**src/design/mpo_pkg.sv**
```systemverilog
// Shared types, widths and constants of the multiwave phase oscillator.
`timescale 1ns / 1ps

package mpo_pkg;

    // Field and register widths
    localparam int FREQ_W      = 31;
    localparam int RATE_W      = 18;
    localparam int WAVE_W      = 2;
    localparam int CFG_DATA_W  = 18;
    localparam int CFG_INDEX_W = 1;

    // Sine datapath: Q30 operands, one shared 31x31 multiplier
    localparam int Q30         = 30;
    localparam int MUL_W       = 31;
    localparam int PROD_W      = 2 * MUL_W;
    localparam int F32_W       = 32;
    localparam int SINE_STEPS  = 8;
    localparam int SINE_CYC    = 2 * SINE_STEPS;
    localparam int STEP_W      = 5;
    localparam logic [MUL_W-1:0] Q30_ONE = 31'h4000_0000;

    // Register indexes
    localparam logic [CFG_INDEX_W-1:0] REG_SAMPLE_RATE = 1'b0;
    localparam logic [CFG_INDEX_W-1:0] REG_WAVEFORM    = 1'b1;

    // Reset values
    localparam logic [RATE_W-1:0] RATE_RESET = 18'd48000;

    // Waveform codes; anything else plays the triangle
    localparam logic [WAVE_W-1:0] WAVE_SINE = 2'd0;
    localparam logic [WAVE_W-1:0] WAVE_SAW  = 2'd1;
    localparam logic [WAVE_W-1:0] WAVE_TRI  = 2'd2;

    // Sequencer states
    typedef enum logic [1:0] {
        S_IDLE = 2'b01,
        S_RUN  = 2'b10
    } state_t;

    // Taylor coefficients of sin(pi/2 * x) in Q30, by power index
    function automatic logic [MUL_W-1:0] sine_coef(input logic [2:0] k);
        logic [MUL_W-1:0] c;
        case (k)
            3'd0:    c = 31'd1686629713;
            3'd1:    c = 31'd693598668;
            3'd2:    c = 31'd85569306;
            3'd3:    c = 31'd5026995;
            3'd4:    c = 31'd172272;
            3'd5:    c = 31'd3864;
            3'd6:    c = 31'd61;
            default: c = '0;
        endcase
        return c;
    endfunction

endpackage

```
**src/design/mpo_if.sv**
```systemverilog
// Handshake channels of the oscillator: frequency items in, sample items out.
`timescale 1ns / 1ps

interface mpo_freq_if;
    logic                        valid;
    logic                        ready;
    logic [mpo_pkg::FREQ_W-1:0]  frequency;

    modport source (output valid, output frequency, input ready);
    modport sink   (input valid, input frequency, output ready);
endinterface

interface mpo_sample_if #(
    parameter int SAMPLE_BITS = 16
);
    logic                          valid;
    logic                          ready;
    logic signed [SAMPLE_BITS-1:0] sample;

    modport source (output valid, output sample, input ready);
    modport sink   (input valid, input sample, output ready);
endinterface

```
**src/design/multiwave_phase_oscillator_core.sv**
```systemverilog
// Top level of the multiwave phase oscillator: sequencer, sine unit and phase.
`timescale 1ns / 1ps

// Each frequency item (unsigned Q15.16 Hz) is one sample tick: the block
// returns one signed Q1.(SAMPLE_BITS-1) sample of sine, sawtooth or
// triangle taken from the phase before the tick, then advances the phase by
// frequency * 2^(PHASE_BITS-16) / sample_rate. The bit-serial divider forms the
// increment while the sine polynomial runs alongside it on one shared multiplier;
// the sample is registered once both are done. The next item is taken once the
// sample has been read. Writing either register clears the phase; write
// registers only while no item is in flight.
module multiwave_phase_oscillator_core #(
    parameter int PHASE_BITS  = 32,
    parameter int SAMPLE_BITS = 16
) (
    input  logic                               clk,
    input  logic                               rst_n,
    input  logic                               cfg_we,
    input  logic [mpo_pkg::CFG_INDEX_W-1:0]    cfg_index,
    input  logic [mpo_pkg::CFG_DATA_W-1:0]     cfg_data,
    mpo_freq_if.sink                           freq_ch,
    mpo_sample_if.source                       sample_ch
);

    localparam int SW = SAMPLE_BITS + 2;
    localparam logic signed [SW-1:0] HALF       = SW'(1) << (SAMPLE_BITS - 1);
    localparam logic signed [SW-1:0] TOP        = HALF - SW'(1);
    localparam logic signed [SW-1:0] THREE_HALF = SW'(3) << (SAMPLE_BITS - 1);
    localparam logic [31:0]          RND        = 32'd1 << (30 - SAMPLE_BITS);

    mpo_pkg::state_t state_reg;
    mpo_pkg::state_t state_next;

    logic [mpo_pkg::RATE_W-1:0]  rate_reg;
    logic [mpo_pkg::WAVE_W-1:0]  wave_reg;
    logic [PHASE_BITS-1:0]       phase_reg;
    logic                        in_acc;
    logic                        out_acc;
    logic                        finish;

    logic [mpo_pkg::F32_W-1:0]   f32;
    logic [SAMPLE_BITS-1:0]      u;
    logic signed [SW-1:0]        u_s;
    logic signed [SW-1:0]        saw_v;
    logic signed [SW-1:0]        tri_v;
    logic signed [SW-1:0]        sine_v;
    logic signed [SW-1:0]        wave_v;

    logic                        div_done;
    logic [PHASE_BITS-1:0]       div_quot;

    // Sine unit registers
    logic [mpo_pkg::STEP_W-1:0]  mstep_reg;
    logic [2:0]                  step;
    logic                        sine_done;
    logic [1:0]                  quad_reg;
    logic [mpo_pkg::MUL_W-1:0]   x_reg;
    logic [mpo_pkg::MUL_W-1:0]   x_init;
    logic [mpo_pkg::MUL_W-1:0]   x2_reg;
    logic [mpo_pkg::MUL_W-1:0]   s_reg;
    logic [mpo_pkg::MUL_W-1:0]   mag_reg;
    logic [mpo_pkg::MUL_W-1:0]   mul_a;
    logic [mpo_pkg::MUL_W-1:0]   mul_b;
    logic [mpo_pkg::PROD_W-1:0]  mul_prod;
    logic [mpo_pkg::PROD_W-1:0]  prod_reg;
    logic [mpo_pkg::MUL_W-1:0]   prod_hi;
    logic [31:0]                 rnd_sum;
    logic [SAMPLE_BITS:0]        sine_mag;
    logic signed [SW-1:0]        sine_sat;

    logic                        out_valid_reg;
    logic [SAMPLE_BITS-1:0]      sample_reg;

    // Handshakes
    assign in_acc          = freq_ch.valid & freq_ch.ready;
    assign out_acc         = sample_ch.valid & sample_ch.ready;
    assign freq_ch.ready   = (state_reg == mpo_pkg::S_IDLE) & ~out_valid_reg;
    assign sample_ch.valid = out_valid_reg;
    assign sample_ch.sample = sample_reg;
    assign finish          = (state_reg == mpo_pkg::S_RUN) & div_done & sine_done;

    // Phase scaled to 32 fraction bits
    generate
        if (PHASE_BITS >= 32)
        begin : g_phase_top
            assign f32 = phase_reg[PHASE_BITS-1 -: 32];
        end
        else
        begin : g_phase_pad
            assign f32 = {phase_reg, {(32 - PHASE_BITS){1'b0}}};
        end
    endgenerate

    // Sequencer
    always_comb
    begin
        state_next = state_reg;
        case (state_reg)
            mpo_pkg::S_IDLE: if (in_acc) state_next = mpo_pkg::S_RUN;
            mpo_pkg::S_RUN:  if (finish) state_next = mpo_pkg::S_IDLE;
            default:         state_next = mpo_pkg::S_IDLE;
        endcase
    end

    always_ff @(posedge clk or negedge rst_n)
    begin
        if (!rst_n)
        begin
            state_reg <= mpo_pkg::S_IDLE;
        end
        else
        begin
            state_reg <= state_next;
        end
    end

    // Configuration registers and phase accumulator
    always_ff @(posedge clk or negedge rst_n)
    begin
        if (!rst_n)
        begin
            rate_reg  <= mpo_pkg::RATE_RESET;
            wave_reg  <= mpo_pkg::WAVE_SINE;
            phase_reg <= '0;
        end
        else if (cfg_we)
        begin
            case (cfg_index)
                mpo_pkg::REG_SAMPLE_RATE: rate_reg <= cfg_data[mpo_pkg::RATE_W-1:0];
                mpo_pkg::REG_WAVEFORM:    wave_reg <= cfg_data[mpo_pkg::WAVE_W-1:0];
                default:                  ;
            endcase
            phase_reg <= '0;
        end
        else if (finish)
        begin
            phase_reg <= phase_reg + div_quot;
        end
    end

    // Increment divider, started with the item
    mpo_div #(
        .PHASE_BITS (PHASE_BITS)
    ) u_div (
        .clk         (clk),
        .rst_n       (rst_n),
        .start       (in_acc),
        .frequency   (freq_ch.frequency),
        .sample_rate (rate_reg),
        .done        (div_done),
        .quotient    (div_quot)
    );

    // Sine: x mirrored in odd quadrants
    assign x_init = f32[30] ? (mpo_pkg::Q30_ONE - {1'b0, f32[29:0]})
                            : {1'b0, f32[29:0]};

    // Step 0 squares x, steps 1..6 run Horner, step 7 scales by x;
    // even cycles multiply, odd cycles take the product
    assign step      = mstep_reg[3:1];
    assign sine_done = (mstep_reg == mpo_pkg::STEP_W'(mpo_pkg::SINE_CYC));
    assign prod_hi   = prod_reg[mpo_pkg::Q30 +: mpo_pkg::MUL_W];

    always_comb
    begin
        case (step)
            3'd0:
            begin
                mul_a = x_reg;
                mul_b = x_reg;
            end
            3'd7:
            begin
                mul_a = x_reg;
                mul_b = s_reg;
            end
            default:
            begin
                mul_a = x2_reg;
                mul_b = s_reg;
            end
        endcase
    end

    assign mul_prod = mpo_pkg::PROD_W'(mul_a) * mpo_pkg::PROD_W'(mul_b);

    always_ff @(posedge clk or negedge rst_n)
    begin
        if (!rst_n)
        begin
            mstep_reg <= mpo_pkg::STEP_W'(mpo_pkg::SINE_CYC);
        end
        else if (in_acc)
        begin
            mstep_reg <= '0;
        end
        else if (!sine_done)
        begin
            mstep_reg <= mstep_reg + mpo_pkg::STEP_W'(1);
        end
    end

    always_ff @(posedge clk)
    begin
        if (in_acc)
        begin
            x_reg    <= x_init;
            s_reg    <= mpo_pkg::sine_coef(3'd6);
            quad_reg <= f32[31:30];
        end
        else if (!sine_done)
        begin
            if (!mstep_reg[0])
            begin
                prod_reg <= mul_prod;
            end
            else
            begin
                case (step)
                    3'd0:    x2_reg  <= prod_hi;
                    3'd7:    mag_reg <= prod_hi;
                    default: s_reg   <= mpo_pkg::sine_coef(3'(3'd6 - step)) - prod_hi;
                endcase
            end
        end
    end

    // Sine rounding, saturation and sign
    assign rnd_sum  = 32'(mag_reg) + RND;
    assign sine_mag = (SAMPLE_BITS + 1)'(rnd_sum >> (31 - SAMPLE_BITS));
    assign sine_sat = (signed'(SW'(sine_mag)) > TOP) ? TOP : signed'(SW'(sine_mag));
    assign sine_v   = quad_reg[1] ? -sine_sat : sine_sat;

    // Sawtooth and triangle from the top sample bits of the phase
    assign u     = f32[31 -: SAMPLE_BITS];
    assign u_s   = signed'(SW'(u));
    assign saw_v = ((HALF - u_s) > TOP) ? TOP : (HALF - u_s);

    always_comb
    begin
        if (u_s < HALF)
        begin
            tri_v = (u_s <<< 1) - HALF;
        end
        else if ((THREE_HALF - (u_s <<< 1)) > TOP)
        begin
            tri_v = TOP;
        end
        else
        begin
            tri_v = THREE_HALF - (u_s <<< 1);
        end
    end

    always_comb
    begin
        case (wave_reg)
            mpo_pkg::WAVE_SINE: wave_v = sine_v;
            mpo_pkg::WAVE_SAW:  wave_v = saw_v;
            mpo_pkg::WAVE_TRI:  wave_v = tri_v;
            default:            wave_v = tri_v;
        endcase
    end

    // Output register
    always_ff @(posedge clk or negedge rst_n)
    begin
        if (!rst_n)
        begin
            out_valid_reg <= 1'b0;
        end
        else if (finish)
        begin
            out_valid_reg <= 1'b1;
        end
        else if (out_acc)
        begin
            out_valid_reg <= 1'b0;
        end
    end

    always_ff @(posedge clk)
    begin
        if (finish)
        begin
            sample_reg <= wave_v[SAMPLE_BITS-1:0];
        end
    end

endmodule

```
**src/design/mpo_div.sv**
```systemverilog
// Bit-serial restoring divider for the phase increment.
`timescale 1ns / 1ps

module mpo_div #(
    parameter int PHASE_BITS = 32
) (
    input  logic                          clk,
    input  logic                          rst_n,
    input  logic                          start,
    input  logic [mpo_pkg::FREQ_W-1:0]    frequency,
    input  logic [mpo_pkg::RATE_W-1:0]    sample_rate,
    output logic                          done,
    output logic [PHASE_BITS-1:0]         quotient
);

    localparam int DW = PHASE_BITS + 15;
    localparam int CW = $clog2(DW + 1);
    localparam int RW = mpo_pkg::RATE_W;

    logic [CW-1:0]         cnt_reg;
    logic [RW-1:0]         rem_reg;
    logic [RW-1:0]         rem_next;
    logic [DW-1:0]         dvd_reg;
    logic [PHASE_BITS-1:0] quo_reg;
    logic [RW-1:0]         rate_reg;
    logic [RW:0]           trial;
    logic [RW:0]           diff;
    logic                  fits;

    // One quotient bit per cycle
    assign trial    = {rem_reg, dvd_reg[DW-1]};
    assign diff     = trial - {1'b0, rate_reg};
    assign fits     = (trial >= {1'b0, rate_reg});
    assign rem_next = fits ? diff[RW-1:0] : trial[RW-1:0];

    assign done     = (cnt_reg == CW'(DW));
    // A zero rate gives a zero increment
    assign quotient = (rate_reg == '0) ? '0 : quo_reg;

    // Bit counter
    always_ff @(posedge clk or negedge rst_n)
    begin
        if (!rst_n)
        begin
            cnt_reg <= CW'(DW);
        end
        else if (start)
        begin
            cnt_reg <= '0;
        end
        else if (!done)
        begin
            cnt_reg <= cnt_reg + CW'(1);
        end
    end

    // Remainder, dividend and quotient shift registers
    always_ff @(posedge clk)
    begin
        if (start)
        begin
            rem_reg  <= '0;
            dvd_reg  <= DW'(frequency) << (PHASE_BITS - 16);
            quo_reg  <= '0;
            rate_reg <= sample_rate;
        end
        else if (!done)
        begin
            rem_reg <= rem_next;
            dvd_reg <= {dvd_reg[DW-2:0], 1'b0};
            quo_reg <= {quo_reg[PHASE_BITS-2:0], fits};
        end
    end

endmodule

```
**src/flat_wrapper.sv**
```systemverilog
// flat-port wrapper written by rule: the top's interface ports become plain ports
module multiwave_phase_oscillator_core_flat 
#(
    parameter int PHASE_BITS  = 32,
    parameter int SAMPLE_BITS = 16
)
  (clk, rst_n, cfg_we, cfg_index, cfg_data, freq_ch_valid, freq_ch_frequency, freq_ch_ready, sample_ch_valid, sample_ch_sample, sample_ch_ready);
  mpo_freq_if freq_ch_i ();
  mpo_sample_if #(.SAMPLE_BITS(SAMPLE_BITS)) sample_ch_i ();
  input  logic clk;
  input  logic rst_n;
  input  logic cfg_we;
  input  logic [mpo_pkg::CFG_INDEX_W-1:0] cfg_index;
  input  logic [mpo_pkg::CFG_DATA_W-1:0] cfg_data;
  input wire logic [$bits(freq_ch_i.valid)-1:0] freq_ch_valid;
  input wire logic [$bits(freq_ch_i.frequency)-1:0] freq_ch_frequency;
  output wire logic [$bits(freq_ch_i.ready)-1:0] freq_ch_ready;
  output wire logic [$bits(sample_ch_i.valid)-1:0] sample_ch_valid;
  output wire logic [$bits(sample_ch_i.sample)-1:0] sample_ch_sample;
  input wire logic [$bits(sample_ch_i.ready)-1:0] sample_ch_ready;
  assign freq_ch_i.valid = freq_ch_valid;
  assign freq_ch_i.frequency = freq_ch_frequency;
  assign freq_ch_ready = freq_ch_i.ready;
  assign sample_ch_valid = sample_ch_i.valid;
  assign sample_ch_sample = sample_ch_i.sample;
  assign sample_ch_i.ready = sample_ch_ready;
  multiwave_phase_oscillator_core #(.PHASE_BITS(PHASE_BITS), .SAMPLE_BITS(SAMPLE_BITS)) u_core (.clk(clk), .rst_n(rst_n), .cfg_we(cfg_we), .cfg_index(cfg_index), .cfg_data(cfg_data), .freq_ch(freq_ch_i), .sample_ch(sample_ch_i));
endmodule
```
**config.mk**
```make
export PLATFORM = sky130hd
export DESIGN_NAME = multiwave_phase_oscillator_core_flat
export DESIGN_NICKNAME = d
export VERILOG_FILES = /design/src/design/mpo_pkg.sv /design/src/design/mpo_if.sv /design/src/design/multiwave_phase_oscillator_core.sv /design/src/design/mpo_div.sv /design/src/flat_wrapper.sv
export SDC_FILE = /design/constraint.sdc
export NUM_CORES = 2
export LEC_CHECK = 0
export BUFFER_PORTS_ARGS = -buffer_cell sky130_fd_sc_hd__buf_2
export CAP_MARGIN = 20
export CORE_MARGIN = 1
export CORE_UTILIZATION = 46
export CTS_CLUSTER_DIAMETER = 80
export DETAILED_ROUTE_END_ITERATION = 8
export GPL_TIMING_DRIVEN = 0
export PLACE_DENSITY = 0.67
export SLEW_MARGIN = 5
export SYNTH_ARGS = -nofsm -noshare
export SYNTH_HDL_FRONTEND = slang
export SYNTH_SLANG_ARGS = --single-unit
```
**constraint.sdc**
```tcl
create_clock -name clk -period 28.1 [get_ports clk]
set_input_delay 2.81 -clock clk [delete_from_list [all_inputs] [get_ports clk]]
set_output_delay 2.81 -clock clk [all_outputs]
set_load 0.02 [all_outputs]
```
## Word-level counts from Yosys, hierarchy flattened

Cells that the tools add are included.

- Bits in registers: 368
- Output and inout bits: 18
- Word-level logic and storage cells: 107

- Add/sub/neg operators: 12
- Multiply operators: 1
- $lt $le $gt $ge: 5
- Equal/unequal tests: 16
- Multiplexer cells: 29
- Bitwise gates (word level): 11
- Reductions and logical operators: 14

Operator list:

| kind | count |
|---|---|
| $pmux 31 s7 | 1 |
| $mux 31 | 6 |
| $mux 32 | 3 |
| $mux 47 | 2 |
| $mux 16 | 5 |
| $mul 31x31->61 | 1 |
| $add 31x15->32 const B | 1 |
| $add 32x32->32 | 1 |
| $pmux 16 s2 | 1 |
| $sub 31x30->31 const A | 1 |
| $sub 31x31->31 | 1 |
| $mux 30 | 1 |
| $ge 19x18->1 | 1 |
| $gt 18x16->1 const B | 1 |
| $logic_not 18->1 | 1 |
| $mux 18 | 1 |
| $sub 17x17->18 const A | 1 |
| $sub 18x18->18 | 1 |
| $gt 17x15->1 const B | 1 |
| $gt 17x16->1 const B | 1 |
| $sub 16x16->17 const A | 1 |
| $lt 16x16->1 const B | 1 |
| $neg 16->16 | 1 |
| $sub 16x16->16 const B | 1 |
| 25 further kinds | 52 |

## Depth between registers and ports, before layout

- Word-level depth: 8
- Gate-level depth with buffers: 35
- Gate-level depth less buffers: 32

## Hierarchy

From an unflattened synthesis, not the netlist that was laid out.

- Cell total of the unflattened synthesis: 5397
- Area, all modules: 48385.2 µm²

By module, submodules not included:

| module | instances | cells each | area an instance (µm²) | sequential area each (µm²) |
|---|---|---|---|---|
| multiwave_phase_oscillator_core | 1 | 4872 | 43113.8 | 5947.0 |
| mpo_div | 1 | 525 | 5271.3 | 2628.8 |

## Least setup slack after synthesis

Ideal clock, no wire load.

- Kind: reg-to-reg
- From: register u_core.mstep_reg[1] (netlist name)
- To: register u_core.prod_reg[59] (netlist name), data pin
- Data arrival time: 8.877 ns
- Data required time: 27.829 ns
- Setup slack: 18.952 ns
- Cell stages (with the launch flop): 31
- Path buffers: 4
- Cells stage by stage: dfrtp_1 inv_1 ha_1 nor2b_2 buf_4 buf_1 buf_1 mux2i_1 clkbuf_1 nor2_1 fa_1 fa_1 inv_1 fa_1 fa_1 fa_1 inv_1 fa_1 fa_1 fa_1 ha_1 nand4_1 nor2_1 nand3_1 nor2_1 a31oi_4 o31ai_4 o2111ai_2 a2111oi_4 or4_1 o311ai_2

- Longest elaborated chain between the ends: 4
- Elaborated cells on any way between the ends: 6
- Classes of those cells: 1 x mul; 1 x eq/ne; 2 x mux; 2 x reduce/logical

RTL lines:

| element | RTL line | text |
|---|---|---|
| from (decl) | multiwave_phase_oscillator_core.sv:53 | `logic [mpo_pkg::STEP_W-1:0] mstep_reg;` |
| from (signal assigned) | multiwave_phase_oscillator_core.sv:191 | `mstep_reg <= mpo_pkg::STEP_W'(mpo_pkg::SINE_CYC);` |
| from (signal assigned) | multiwave_phase_oscillator_core.sv:199 | `mstep_reg <= mstep_reg + mpo_pkg::STEP_W'(1);` |
| $eq 3x3->1 / $logic_not 3->1 (equally long branches) | multiwave_phase_oscillator_core.sv:166 | `case (step)` |
| $reduce_or 2->1 (no line) | - |  |
| $mux 31 | multiwave_phase_oscillator_core.sv:166 |  |
| $mul 31x31->61 (*) | multiwave_phase_oscillator_core.sv:185 | `assign mul_prod = mpo_pkg::PROD_W'(mul_a) * mpo_pkg::PROD_W'(mul_b);` |
| via u_core.mul_prod, one bit | multiwave_phase_oscillator_core.sv:64 | `logic [mpo_pkg::PROD_W-1:0] mul_prod;` |
| to (signal assigned) | multiwave_phase_oscillator_core.sv:215 | `prod_reg <= mul_prod;` |
| to (decl) | multiwave_phase_oscillator_core.sv:65 | `logic [mpo_pkg::PROD_W-1:0] prod_reg;` |

Mark *: on every way through the listed nets, which the timed path passes. The rest lies on a longest branch.
A chain may end at the register's enable or synchronous reset.

## Worst setup path in the final report

- From: register u_core.mstep_reg[2] (netlist name)
- To: register u_core.prod_reg[60] (netlist name), data pin

Same word-level chain as after synthesis.

==> results.sh <==
export IMPL_status="finished, final reports clean"
export IMPL_crit_type="reg -> reg"
export IMPL_max_stage_delay_ns=0.90
export IMPL_crit_top_cell="fa_1"
export IMPL_grt_max_degree=50
export IMPL_ys_flop_type="edfxtp_1"
export IMPL_synth_cell_types=93
export IMPL_rows=117
export IMPL_r2r_cells=33
export IMPL_cts_resized=0
export IMPL_die_w_um=325
export IMPL_required_ns=28.39
export IMPL_vias_per_cell=5.71
export IMPL_clk_pin_slew_ns=0.06
export IMPL_path_max_fanout=10
export IMPL_syn_avg_cell_area_um2=9.16
export IMPL_crit_path_top_delay_cell="clkbuf_1"
export IMPL_endpoint_kind="flop"
export IMPL_syn_inst=5224
export IMPL_yosysTopAreaCellShare_pct=35.1
export IMPL_drt_iter0_markers=4023
export IMPL_fin_worst_skew_ns=0.0153
export IMPL_port_buffers=71
export IMPL_yosysMostFrequentCell="inv_1"
export IMPL_ys_seq_area_share_pct=17.9
export IMPL_cap_violations=0
export IMPL_r2r_end="u_core.prod_reg[60]"
export IMPL_rr_startpoint="u_core.mstep_reg[2]"
export IMPL_synth_edf_count=176
export IMPL_rsz0062_at_grt="no"
export IMPL_hold_violations=0
export IMPL_die_h_um=325
export IMPL_initial_utilization_pct=46.7
export IMPL_drc=0
export IMPL_avgRoutedWirePerCell_um=24.9
export IMPL_ant_nets=0
export IMPL_cp_startpoint="u_core.mstep_reg[2]"
export IMPL_htreeDepth=2
export IMPL_layout_area_overhead_vs_synth_pct=8.07
export IMPL_drtPass1Iterations=6
export IMPL_cts_root_buf="clkbuf_16"
export IMPL_wirelength_um=168000
export IMPL_arrival_ns=13.59
export IMPL_path_buf_inv=10
export IMPL_min_path_type="reg -> reg"
export IMPL_holdBufCountCts=0
export IMPL_synth_warning_count=0
export IMPL_cts_buffer_depth=3
export IMPL_clock_latency_ns=0.56
export IMPL_period_share_pct=47.3
export IMPL_min_period_ns=13.30
export IMPL_die_area_um2=105000
export IMPL_slew_headroom_pct=15.5
export IMPL_synth_area_leader_cell="fa_1"
export IMPL_fillers=9731
export IMPL_crit_path_end="u_core.prod_reg[60]"
export IMPL_synthTopCellsByCount="878 x inv_1, 838 x fa_1, 771 x nand2_1"
export IMPL_post_cts_buffers=0
export IMPL_nets=6606
export IMPL_path_delay_family="adder cells"
export IMPL_core_area_um2=102000
export IMPL_grt_overflow=0
export IMPL_vias=38600
export IMPL_netlist_area_um2=47800
export IMPL_critPathLaunchType="flop"
export IMPL_hpwl_um=137000
export IMPL_r2r_setup_slack_ns=14.80
export IMPL_drv_slew=0
export IMPL_syn_nets=6455
export IMPL_synthTopCellsByArea="fa_1 35%, edfxtp_1 11%, ha_1 8.8%"
export IMPL_grt_total_usage_pct=32.1
export IMPL_ys_ff_latch=323
export IMPL_tritoncts="done"
export IMPL_setup_tns_ns=0
export IMPL_cts_num_sinks=323
export IMPL_fmax_ghz=0.0752
export IMPL_antenna_found_initial=4
export IMPL_tightest_slew_ns=1.27
export IMPL_gp_congestion=1.05
export IMPL_setup_viol=0
export IMPL_grt_pass1_wl_um=250000
export IMPL_grt_pass1_vias=39300
export IMPL_cts_buffers=36
export IMPL_top_level_ports=73
export IMPL_cp_depth=33
export IMPL_async_reset_ff_share_pct=20.4
export IMPL_drive_gt1_share_pct=6.20
-- worst min-delay path by stage --
stage,from,slack (ns),depth (start not counted),end
4_1_cts,u_core.rate_reg[1],0.44,0,u_core.u_div.rate_reg[1]
3_5_place_dp,u_core.rate_reg[1],0.43,0,u_core.u_div.rate_reg[1]
6_report,u_core.rate_reg[14],0.44,0,u_core.u_div.rate_reg[14]
3_3_place_gp,u_core.rate_reg[1],0.43,0,u_core.u_div.rate_reg[1]
2_1_floorplan,u_core.rate_reg[0],0.42,0,u_core.u_div.rate_reg[0]
5_1_grt,u_core.rate_reg[1],0.45,0,u_core.u_div.rate_reg[1]
-- final cells by class --
class                           count  area, um^2  share of cell area, %
Tap cell                         1368        1710                   3.31
Sequential cell                   323        8580                   16.6
Timing Repair Buffer              113         853                   1.65
Buffer                            237         916                   1.77
Clock inverter                     16         183                  0.353
Inverter                          882        3310                   6.40
Multi-Input combinational cell   3782       35100                   67.9
Antenna cell                        2        5.00                0.00968
Clock buffer                       48        1020                   1.97
-- per-stage QoR --
stage | worst slack (ns) | cells | utilization, % | area [um^2] | hold WS, ns
CTS | 15.34 | 6761 | 50.4 | 51600 | 0.439
global placement | 15.07 | 6663 | 48.7 | 49900 | 0.429
floorplan | 18.95 | 5224 | - | 47800 | 0.421
finish | 14.80 | 6771 | 50.5 | 51700 | 0.440
global route | 14.76 | 6769 | 50.5 | 51700 | 0.449
detailed placement | 15.35 | 6697 | 49.2 | 50400 | 0.430
-- cells by family after synthesis --
group,Yosys count,synth area share (%)
buffers and inverters,1119,8.82
flip-flops,323,17.9
multiplexers,151,3.39
adder cells (fa/ha/maj),1176,43.9
XOR/XNOR,166,3.04
AND/OR/NAND/NOR,1704,14.9
AO/OA/AOI/OAI,585,7.99
-- per-layer routing --
metal	share of wire, %	global-route usage (%)
met1	39	41.8
met2	43	48.0
met3	12	10.7
met4	5.6	15.0
met5	0.024	0
-- worst register-to-register path: cells and delay by family, from the launching register on --
family,cells,cell delay (ns)
AOI/OAI and AO/OA,9,3.25
xor gates and xnor gates,1,0.13
adders and majority gates,10,4.84
buffers and inverters,10,3.45
DFF,1,0.49
muxes,1,0.50
and+or+nand+nor,2,0.37
-- placed cells by master, fill, tap and decap left out, drive strengths merged, types with 14 or more instances in the layout --
cell and count:
fa 838, dfrtp 52, nor3 28, nor2b 49, o211ai 21, o21a 21, xnor2 118, and3 29
nor4 15, a21o 73, o31ai 17, a21oi 193, o21ai 106, nand2 771, xor2 48, mux2i 69
nand3 68, nand4 20, a211oi 20, clkbuf 255, nand2b 24, buf 143, dfstp 14, nor2 626
ha 338, a31oi 27, mux2 82, o311ai 16, inv 885, edfxtp 176, dfxtp 81, or4 14
Power is left out: the tool's default activity adds up to more than one toggle a clock period on the data nets, which glitch-free logic cannot reach.
